## src/rtl/core/ecs_pkg.sv

```systemverilog
// ============================================================================
// ecs_pkg
// Shared types and constants for the escape command splitter.
// ============================================================================
package ecs_pkg;

    // Longest command line that is kept; longer lines are reported as too long.
    localparam int LINE_CAPACITY = 256;
    localparam int COUNT_W       = $clog2(LINE_CAPACITY + 1);

    localparam int BYTE_W      = 8;
    localparam int CHAR_W      = 7;
    localparam int KIND_W      = 3;
    localparam int CMD_LEN_W   = 9;
    localparam int CFG_DATA_W  = 7;
    localparam int CFG_INDEX_W = 2;
    localparam int MAX_RESULTS = 3;
    localparam int RES_CNT_W   = $clog2(MAX_RESULTS + 1);
    localparam int RES_IDX_W   = $clog2(MAX_RESULTS);

    localparam logic [BYTE_W-1:0] CH_CR          = 8'h0D;
    localparam logic [BYTE_W-1:0] CH_LF          = 8'h0A;
    localparam logic [CHAR_W-1:0] ESC_CHAR_RESET = 7'd94;

    typedef enum logic [KIND_W-1:0] {
        KIND_NET  = 3'd0,
        KIND_ECHO = 3'd1,
        KIND_CMD  = 3'd2,
        KIND_DONE = 3'd3,
        KIND_LONG = 3'd4
    } kind_t;

    typedef enum logic [1:0] {
        MODE_IDLE    = 2'd0,
        MODE_ESCAPED = 2'd1,
        MODE_COMMAND = 2'd2
    } mode_t;

    typedef enum logic [CFG_INDEX_W-1:0] {
        CFG_ESCAPE_ENABLE = 2'd0,
        CFG_ESCAPE_CHAR   = 2'd1,
        CFG_BINARY_MODE   = 2'd2,
        CFG_ECHO_COMMANDS = 2'd3
    } cfg_index_t;

    // What one input byte does, decided from the mode and the byte class.
    typedef enum logic [1:0] {
        PATH_NETWORK = 2'd0,
        PATH_ENTER   = 2'd1,
        PATH_FINISH  = 2'd2,
        PATH_COLLECT = 2'd3
    } path_t;

    typedef struct packed {
        logic              escape_enable;
        logic [CHAR_W-1:0] escape_char;
        logic              binary_mode;
        logic              echo_commands;
    } cfg_t;

    typedef struct packed {
        mode_t              mode;
        logic [COUNT_W-1:0] stored_count;
        logic               truncated;
    } state_t;

    typedef struct packed {
        kind_t                kind;
        logic [BYTE_W-1:0]    out_byte;
        logic [CMD_LEN_W-1:0] cmd_length;
    } result_t;

    typedef struct packed {
        logic [RES_CNT_W-1:0]          count;
        result_t [MAX_RESULTS-1:0]     entry;
    } res_list_t;

endpackage

```

## src/rtl/core/ecs_step.sv

```systemverilog
// ============================================================================
// ecs_step
// Combinational decision for one byte: next mode state and result list.
// ============================================================================
module ecs_step import ecs_pkg::*;
(
    input  logic [BYTE_W-1:0] in_byte,
    input  cfg_t              cfg,
    input  state_t            state,
    output state_t            state_next,
    output res_list_t         list
);

    logic [CHAR_W-1:0] low;
    logic              is_esc;
    logic              is_end;
    logic              is_cr_full;
    logic              has_room;
    path_t             path;

    assign low        = in_byte[CHAR_W-1:0];
    assign is_esc     = cfg.escape_enable && (low == cfg.escape_char);
    assign is_end     = !is_esc && ((low == CH_CR[CHAR_W-1:0]) || (low == CH_LF[CHAR_W-1:0]));
    assign is_cr_full = (in_byte == CH_CR);
    assign has_room   = (state.stored_count < COUNT_W'(LINE_CAPACITY));

    function automatic result_t make_result(kind_t k, logic [BYTE_W-1:0] b,
                                            logic [CMD_LEN_W-1:0] len);
        result_t r;
        r.kind       = k;
        r.out_byte   = b;
        r.cmd_length = len;
        return r;
    endfunction

    // Classify the byte against the current mode. The unused mode code acts
    // like an open command.
    always_comb
    begin
        case (state.mode)
            MODE_IDLE:    path = is_esc ? PATH_ENTER : PATH_NETWORK;
            MODE_ESCAPED: path = is_esc ? PATH_NETWORK : (is_end ? PATH_FINISH : PATH_COLLECT);
            default:      path = is_end ? PATH_FINISH : PATH_COLLECT;
        endcase
    end

    // Next state.
    always_comb
    begin
        state_next = state;
        case (path)
            PATH_NETWORK:
            begin
                state_next.mode = MODE_IDLE;
            end
            PATH_ENTER:
            begin
                state_next.mode         = MODE_ESCAPED;
                state_next.stored_count = '0;
                state_next.truncated    = 1'b0;
            end
            PATH_FINISH:
            begin
                state_next.mode = MODE_IDLE;
            end
            default:
            begin
                state_next.mode = MODE_COMMAND;
                if (has_room)
                begin
                    state_next.stored_count = state.stored_count + COUNT_W'(1);
                end
                else
                begin
                    state_next.truncated = 1'b1;
                end
            end
        endcase
    end

    // Result list, filled in order from entry zero.
    always_comb
    begin
        logic [RES_CNT_W-1:0] n;
        n          = '0;
        list.entry = '0;
        case (path)
            PATH_NETWORK:
            begin
                list.entry[RES_IDX_W'(n)] = make_result(KIND_NET, in_byte, '0);
                n = n + RES_CNT_W'(1);
                if (is_cr_full && !cfg.binary_mode)
                begin
                    list.entry[RES_IDX_W'(n)] = make_result(KIND_NET, CH_LF, '0);
                    n = n + RES_CNT_W'(1);
                end
            end
            PATH_ENTER:
            begin
                if (cfg.echo_commands)
                begin
                    list.entry[RES_IDX_W'(n)] = make_result(KIND_ECHO, in_byte, '0);
                    n = n + RES_CNT_W'(1);
                end
            end
            PATH_FINISH:
            begin
                if (cfg.echo_commands)
                begin
                    list.entry[RES_IDX_W'(n)] = make_result(KIND_ECHO, CH_CR, '0);
                    n = n + RES_CNT_W'(1);
                    list.entry[RES_IDX_W'(n)] = make_result(KIND_ECHO, CH_LF, '0);
                    n = n + RES_CNT_W'(1);
                end
                if (state.truncated)
                begin
                    list.entry[RES_IDX_W'(n)] = make_result(KIND_LONG, '0, '0);
                end
                else
                begin
                    list.entry[RES_IDX_W'(n)] =
                        make_result(KIND_DONE, '0, CMD_LEN_W'(state.stored_count));
                end
                n = n + RES_CNT_W'(1);
            end
            default:
            begin
                if (cfg.echo_commands)
                begin
                    list.entry[RES_IDX_W'(n)] = make_result(KIND_ECHO, in_byte, '0);
                    n = n + RES_CNT_W'(1);
                end
                if (has_room)
                begin
                    list.entry[RES_IDX_W'(n)] = make_result(KIND_CMD, in_byte, '0);
                    n = n + RES_CNT_W'(1);
                end
            end
        endcase
        list.count = n;
    end

endmodule

```

## config.mk

```make
export PLATFORM = sky130hd
export DESIGN_NAME = ecs_step
export DESIGN_NICKNAME = d
export VERILOG_FILES = /design/src/rtl/core/ecs_pkg.sv /design/src/rtl/core/ecs_step.sv
export SDC_FILE = /design/constraint.sdc
export NUM_CORES = 1
export LEC_CHECK = 0
export ABC_AREA = 1
export BUFFER_PORTS_ARGS = -buffer_cell sky130_fd_sc_hd__buf_2
export CAP_MARGIN = 20
export CORE_MARGIN = 3
export CORE_UTILIZATION = 39
export DETAILED_ROUTE_END_ITERATION = 16
export PLACE_DENSITY = 0.81
export SLEW_MARGIN = 10
export SYNTH_ARGS = -nofsm -noshare
export SYNTH_HDL_FRONTEND = slang
export SYNTH_SLANG_ARGS = --single-unit
```

## constraint.sdc

```tcl
create_clock -name vclk -period 1
set_input_delay 0.05 -clock vclk [all_inputs]
set_output_delay 0.05 -clock vclk [all_outputs]
set_load 0.005 [all_outputs]
```

### Word level (Yosys, flattened, before mapping)

Cells that the tools add are included.
W data, S select, Z words.

| word-level totals | value |
|---|---|
| bits in registers | 0 |

| operators by class | value |
|---|---|
| $add $sub $neg | 3 |
| magnitude comparators | 5 |
| equal/unequal tests | 7 |
| mux-type cells | 31 |
| bitwise gates (word level) | 3 |
| reductions and logical operators | 13 |

Operators with widths:

| operator | count |
|---|---|
| $bwmux W60 | 2 |
| $mux W60 | 2 |
| $pmux W20 S3 | 2 |
| $demux W20 S2 | 2 |
| $mux W20 | 3 |
| $and A38 B57 Y57 | 1 |
| $not A57 Y57 | 1 |
| $mux W40 | 1 |
| $pmux W20 S2 | 1 |
| $mux W38 | 1 |
| $pmux W10 S2 | 1 |
| $mux W18 | 1 |
| $eq A7 B4 Y1 const B | 2 |
| $mux W13 | 1 |
| $mux W2 | 6 |
| $add A9 B1 Y9 const B | 1 |
| $lt A9 B9 Y1 const B | 1 |
| $mux W9 | 1 |
| $eq A8 B4 Y1 const B | 1 |
| $pmux W2 S2 | 2 |
| $eq A7 B7 Y1 | 1 |
| $lt A2 B3 Y1 const B | 2 |
| $pmux W2 S3 | 1 |
| $logic_and A1 B1 Y1 | 5 |
| 11 further kinds | 20 |

### Logic depth before layout (Yosys ltp)

Gate-level depths: netlist of run 1.

| logic depth | value |
|---|---|
| word-level depth | 17 |
| depth in mapped cells | 14 |
| mapped depth without buffers | 13 |

### Worst setup path after synthesis of run 1

Ideal clock, no wire load.

| path | value |
|---|---|
| kind | input to output |
| start | input in_byte[2] |
| end | output list[58] in the netlist's numbering |
| arrival | 1.089 ns |
| setup slack | -0.139 ns |
| stages | 11 |
| path buffers | 1 |
| cells stage by stage | inv_1 > nand2_1 > nand2_1 > nand2_1 > nor2_1 > nand3_1 > nand2_2 > inv_2 > nand4_4 > inv_1 > buf_4 |

RTL lines:

| element | RTL line | source |
|---|---|---|
| from (decl) | ecs_step.sv:7 | `input logic [BYTE_W-1:0] in_byte,` |
| to (decl) | ecs_step.sv:11 | `output res_list_t list` |

==> results of run 1 <==
-- routing by layer --
layer,up-vias,GRT usage [%]
li1,1114,-
met1,1150,33.7
met2,201,53.4
met3,66,2.72
met4,0,14.2
met5,-,0
-- per-stage QoR --
step | util, % | std cells | setup slack (ps) | total power [mW]
after floorplan | - | 293 | -40.3 | 0.439
after global placement | 65.6 | 448 | -437 | 0.754
after detailed placement | 65.6 | 448 | -494 | 0.771
after CTS | 76.4 | 453 | -348 | 0.902
after global routing | 81.9 | 456 | -512 | 1.12
final | 81.9 | 456 | -479 | 1.06
-- path summary, 6_finish.rpt --
path / start / endpoint / slack, ps / depth (start not counted)
worst max-delay path: in_byte[3] / list[34] / -480 / 12
worst min-delay path: state[11] / state_next[10] / 380 / 3
-- area by class of cell --
| cell class | instances | share of cell area, % |
|---|---|---|
| repair buffers | 140 | 35.7 |
| diodes | 1 | 0.0902 |
| well taps | 46 | 2.07 |
| multi-input cells | 229 | 53.8 |
| inverters | 40 | 8.34 |
-- cells in the final DEF, fill, tap and decap left out, types with 6 or more instances in the layout --
| master | n |
|---|---|
| a21oi_1 | 8 |
| buf_2 | 71 |
| buf_4 | 46 |
| buf_6 | 16 |
| buf_8 | 6 |
| conb_1 | 18 |
| inv_1 | 17 |
| inv_2 | 10 |
| nand2_1 | 51 |
| nand2_2 | 26 |
| nand2_4 | 13 |
| nand3_1 | 17 |
| nand3_2 | 14 |
| nor2_1 | 22 |
| nor2_2 | 12 |
| nor2_4 | 6 |
| o21ai_1 | 6 |
-- where the power goes --
group	internal, mW	total, mW	switching, mW	leakage (nW)
Clock	0.000000134	0.000000134	0	0.00000634
Sequential	0	0	0	0
Combinational	0.454	1.06	0.602	1.60
Total	0.454	1.06	0.602	1.60
-- repair_timing --
action	4_1_cts	5_1_grt
setup buffers	3	2
setup endpoints to repair	56	56
resized for setup	81	52
pin swaps	17	23
gates cloned	2	0
-- worst max-delay path: stages --
cell and delay [ps]:
buf_6 110, inv_4 30, nand2_1 110, nand3_2 100, nor2_4 160, nand2_4 90, nand2_4 100, nand3_4 120
inv_8 130, nand3_4 140, nor2_2 150, buf_2 150
-- cells by family after synthesis --
group	share of synthesized area, %
simple gates	58.1
buf+inv	25.5
compound gates	9.14
fa+ha+maj	4.48
xor+xnor	2.51
other cells	0.269
==> results.py, run 1 <==
metrics = {
    "layout": {
        "drive_gt1_share_pct": 60.9,
        "postLayoutCellArea_mm2": 0.00278,
        "nClkBuffers": 0,
        "seqCellArea_um2": 0,
        "design.seq.count": 0,
        "fin_nets": 446,
        "multi_input_area_mm2": 0.00149,
        "nFillCells": 193,
        "syn2layout_area_growth_pct": 98.7,
    },
    "placement": {
        "place_congestion": 0.943,
        "dp_hpwl_mm": 4.25,
        "placed_cell_area_mm2": 0.00222,
        "portBuffers": 86,
    },
    "grt": {
        "grt_start_max_net_pins": 16,
        "grt_overflow_total": 0,
        "antenna_found_initial": 1,
        "grt_pass1_wl_mm": 10.1,
        "track_usage_pct": 29.3,
        "grt_pass1_vias": 2206,
    },
    "yosys": {
        "seq_area_frac_synth_pct": 0,
        "syn_inst": 276,
        "yosysMostFrequentCell": "nand2_1",
        "ys_types": 30,
        "synth_area_mm2": 0.00140,
        "synth_warnings": 0,
        "synth.top_cell.area_share_pct": 23.4,
        "synth_top_cell_by_area": "nand2_1",
        "synthTopCellsByCount": "87 x nand2_1, 37 x nor2_1, 32 x nand3_1, 31 x inv_1, 21 x buf_4",
        "syn_avg_cell_area_um2": 5.06,
        "synth.area.top_cells": "nand2_1 23%, nand3_1 11%, buf_4 11%",
    },
    "power": {
        "peakVddDrop_mv": 0.317,
        "p_leak_nw": 1.60,
        "power.density_mw_per_mm2": 381,
    },
    "sta": {
        "setup_viol": 56,
        "worst_slack_ps": -479,
        "tns_ps": -21570,
        "rsz0062_at_grt": "yes",
        "fin_crit_sh_pct": 148,
        "hold_viol_final": 0,
        "min_period_ps": 1480,
        "fmax_ghz": 0.676,
        "whs_ps": 380,
        "report.final.slew_viol_count": 0,
    },
    "routing": {
        "wl_mm": 7.53,
        "met2_length_mm": 3.72,
        "wl_met3_um": 684,
        "drc": 0,
        "first_pass_iters": 5,
        "wl_per_cell_um": 16.5,
        "routed.top_layer": "met4",
        "drt-initial-drc-count": 277,
        "num_vias": 2531,
        "antenna_left": 0,
        "wl_met1_mm": 2.56,
        "vias_per_cell": 5.55,
    },
    "setup_path": {
        "end_kind": "output pin",
        "required_ps": 950,
        "critical_path_arrival_ps": 1430,
        "critPathKind": "input pin to output pin",
        "setup.worst_path.start_class": "input pin",
        "path_max_fanout": 7,
    },
    "job": {
        "drv_cap": 0,
    },
    "die": {
        "core_mm2": 0.00339,
        "die_area_mm2": 0.00433,
        "std_cell_rows": 21,
        "ioPinCount": 104,
        "die_h_um": 65.8,
        "start_util_pct": 41.2,
        "die_x_um": 65.8,
    },
    "min_path": {
        "hold_path_class": "input pin to output pin",
    },
    "run_status": {
        "violations": "setup timing",
        "status": "finished, violations left",
    },
    "cts": {
        "holdBufCountCts": 0,
    },
}
Note: power is estimated with default switching activity, not from simulation.
==> run 2, diff against run 1 <==
--- a/config.mk
+++ b/config.mk
@@ -11,7 +11,7 @@
 export CORE_MARGIN = 3
 export CORE_UTILIZATION = 39
 export DETAILED_ROUTE_END_ITERATION = 16
-export PLACE_DENSITY = 0.81
+export PLACE_DENSITY = 0.82
 export SLEW_MARGIN = 10
 export SYNTH_ARGS = -nofsm -noshare
 export SYNTH_HDL_FRONTEND = slang
==> run 2 against run 1 <==
Net effect: the run still ends with setup timing left; non-clock buffer count up 6; total power up 9.9%; worst setup slack worse by 46 ps; count of clock-buffer cells in the layout unchanged; utilization up 5.2 points; critical path type unchanged; largest cell class unchanged.
==> results.py, run 2 (synthesis gave the netlist of run 1 again) <==
metrics = {
    "grt": {
        "grt_pass1_wl_mm": 9.33,
        "grt_overflow_total": 0,
        "track_usage_pct": 26.6,
        "antenna_found_initial": 0,
        "grt_pass1_vias": 2037,
        "grt_start_max_net_pins": 16,
    },
    "placement": {
        "portBuffers": 86,
        "pre_cts_ws_ps": -486,
        "dp_hpwl_mm": 4.22,
        "placed_cell_area_mm2": 0.00220,
        "place_congestion": 0.873,
    },
    "power": {
        "switching_share_pct": 55.6,
        "power.density_mw_per_mm2": 393,
        "seqPwrFrac_pct": 0,
        "p_switching_uw": 646,
        "p_int_uw": 515,
        "peakVddDrop_mv": 0.303,
        "p_leak_nw": 1.65,
        "combPwrFrac_pct": 100.0,
        "p_clk_share_pct": 0,
    },
    "layout": {
        "diodes": 0,
        "syn2layout_area_growth_pct": 111,
        "nFillCells": 161,
        "nClkBuffers": 0,
        "layout_commonest_cell": "buf_2",
        "postLayoutCellArea_mm2": 0.00295,
        "drive_gt1_share_pct": 63.6,
        "fin_nets": 452,
        "mostFrequentLayoutCells": "70 x buf_2, 55 x buf_4, 44 x nand2_1",
        "seqCellArea_um2": 0,
        "design.seq.count": 0,
    },
    "sta": {
        "tns_ps": -24470,
        "fmax_ghz": 0.656,
        "min_period_ps": 1530,
        "fin_crit_sh_pct": 153,
        "worst_slack_ps": -525,
        "rsz0062_at_grt": "yes",
        "hold_viol_final": 0,
        "setup_viol": 56,
        "report.final.slew_viol_count": 0,
    },
    "die": {
        "start_util_pct": 41.2,
        "ioPinCount": 104,
        "die_area_mm2": 0.00433,
        "std_cell_rows": 21,
        "die_x_um": 65.8,
        "die_h_um": 65.8,
        "core_mm2": 0.00339,
    },
    "setup_path": {
        "required_ps": 950,
        "setup.worst_path.start_class": "input pin",
        "critPathKind": "input pin to output pin",
        "end_kind": "output pin",
        "path_max_fanout": 6,
        "critical_path_arrival_ps": 1480,
    },
    "routing": {
        "drt-initial-drc-count": 278,
        "vias_per_cell": 5.69,
        "first_pass_iters": 5,
        "wl_mm": 8.38,
        "antenna_left": 0,
        "drc": 0,
        "num_vias": 2623,
        "wl_per_cell_um": 18.2,
    },
    "cts": {
        "holdBufCountCts": 0,
    },
    "job": {
        "drv_cap": 0,
    },
    "run_status": {
        "status": "finished, violations left",
        "violations": "setup timing",
    },
    "min_path": {
        "hold_path_class": "input pin to output pin",
        "whs_path_depth": 3,
    },
}
[run 2: final timing paths]
kind / startpoint / to / slack, ps
min: state[11] / state_next[10] / 370
max: in_byte[4] / list[15] / -530
[run 2: final cells by class]
| type | count | area (um^2) | area share, % |
|---|---|---|---|
| tap | 46 | 57.6 | 1.95 |
| multi-input combinational | 229 | 1580 | 53.5 |
| inverter | 40 | 234 | 7.93 |
| timing repair buffer | 146 | 1080 | 36.6 |
[run 2: power groups by stage]
stage / Clock, mW / Combinational [mW] / Sequential [mW]
after floorplan: 0 / 0.439 / 0
after global placement: 0 / 0.754 / 0
after detailed placement: 0 / 0.766 / 0
after CTS: 0 / 0.874 / 0
after global routing: 0 / 1.23 / 0
final: 0 / 1.16 / 0
[run 2: stage by stage]
stage	total power, mW	instances	hold WS [ps]	utilization [%]
after floorplan	0.439	293	124	-
after global placement	0.754	442	359	65.0
after detailed placement	0.766	442	361	65.0
after CTS	0.874	448	360	73.6
after global routing	1.23	461	391	87.1
final	1.16	461	370	87.1
[run 2: what timing repair did]
item	4_1_cts	5_1_grt
resized for setup	68	90
setup buffers	4	12
pin swaps	21	27
cloned	2	1
setup endpoints to repair	56	56
hold endpoints to repair	0	0
[run 2: worst max-delay path: stages]
cell and delay [ps]:
buf_12 110, inv_8 50, nand2_1 100, nor2_2 160, a21boi_4 250, nand2_4 100, nand3_4 120, inv_6 70
buf_4 160, nand2_1 80, nand3_1 70, buf_2 130
[run 2: metal layers]
layer  track usage (%)  share of wire (%)  up-vias
met5                 0                  0        -
met4              8.03                7.7        0
met3              2.21                9.0       65
met2              48.9                 49      208
met1              32.2                 34     1226
li1                  -                  -     1124
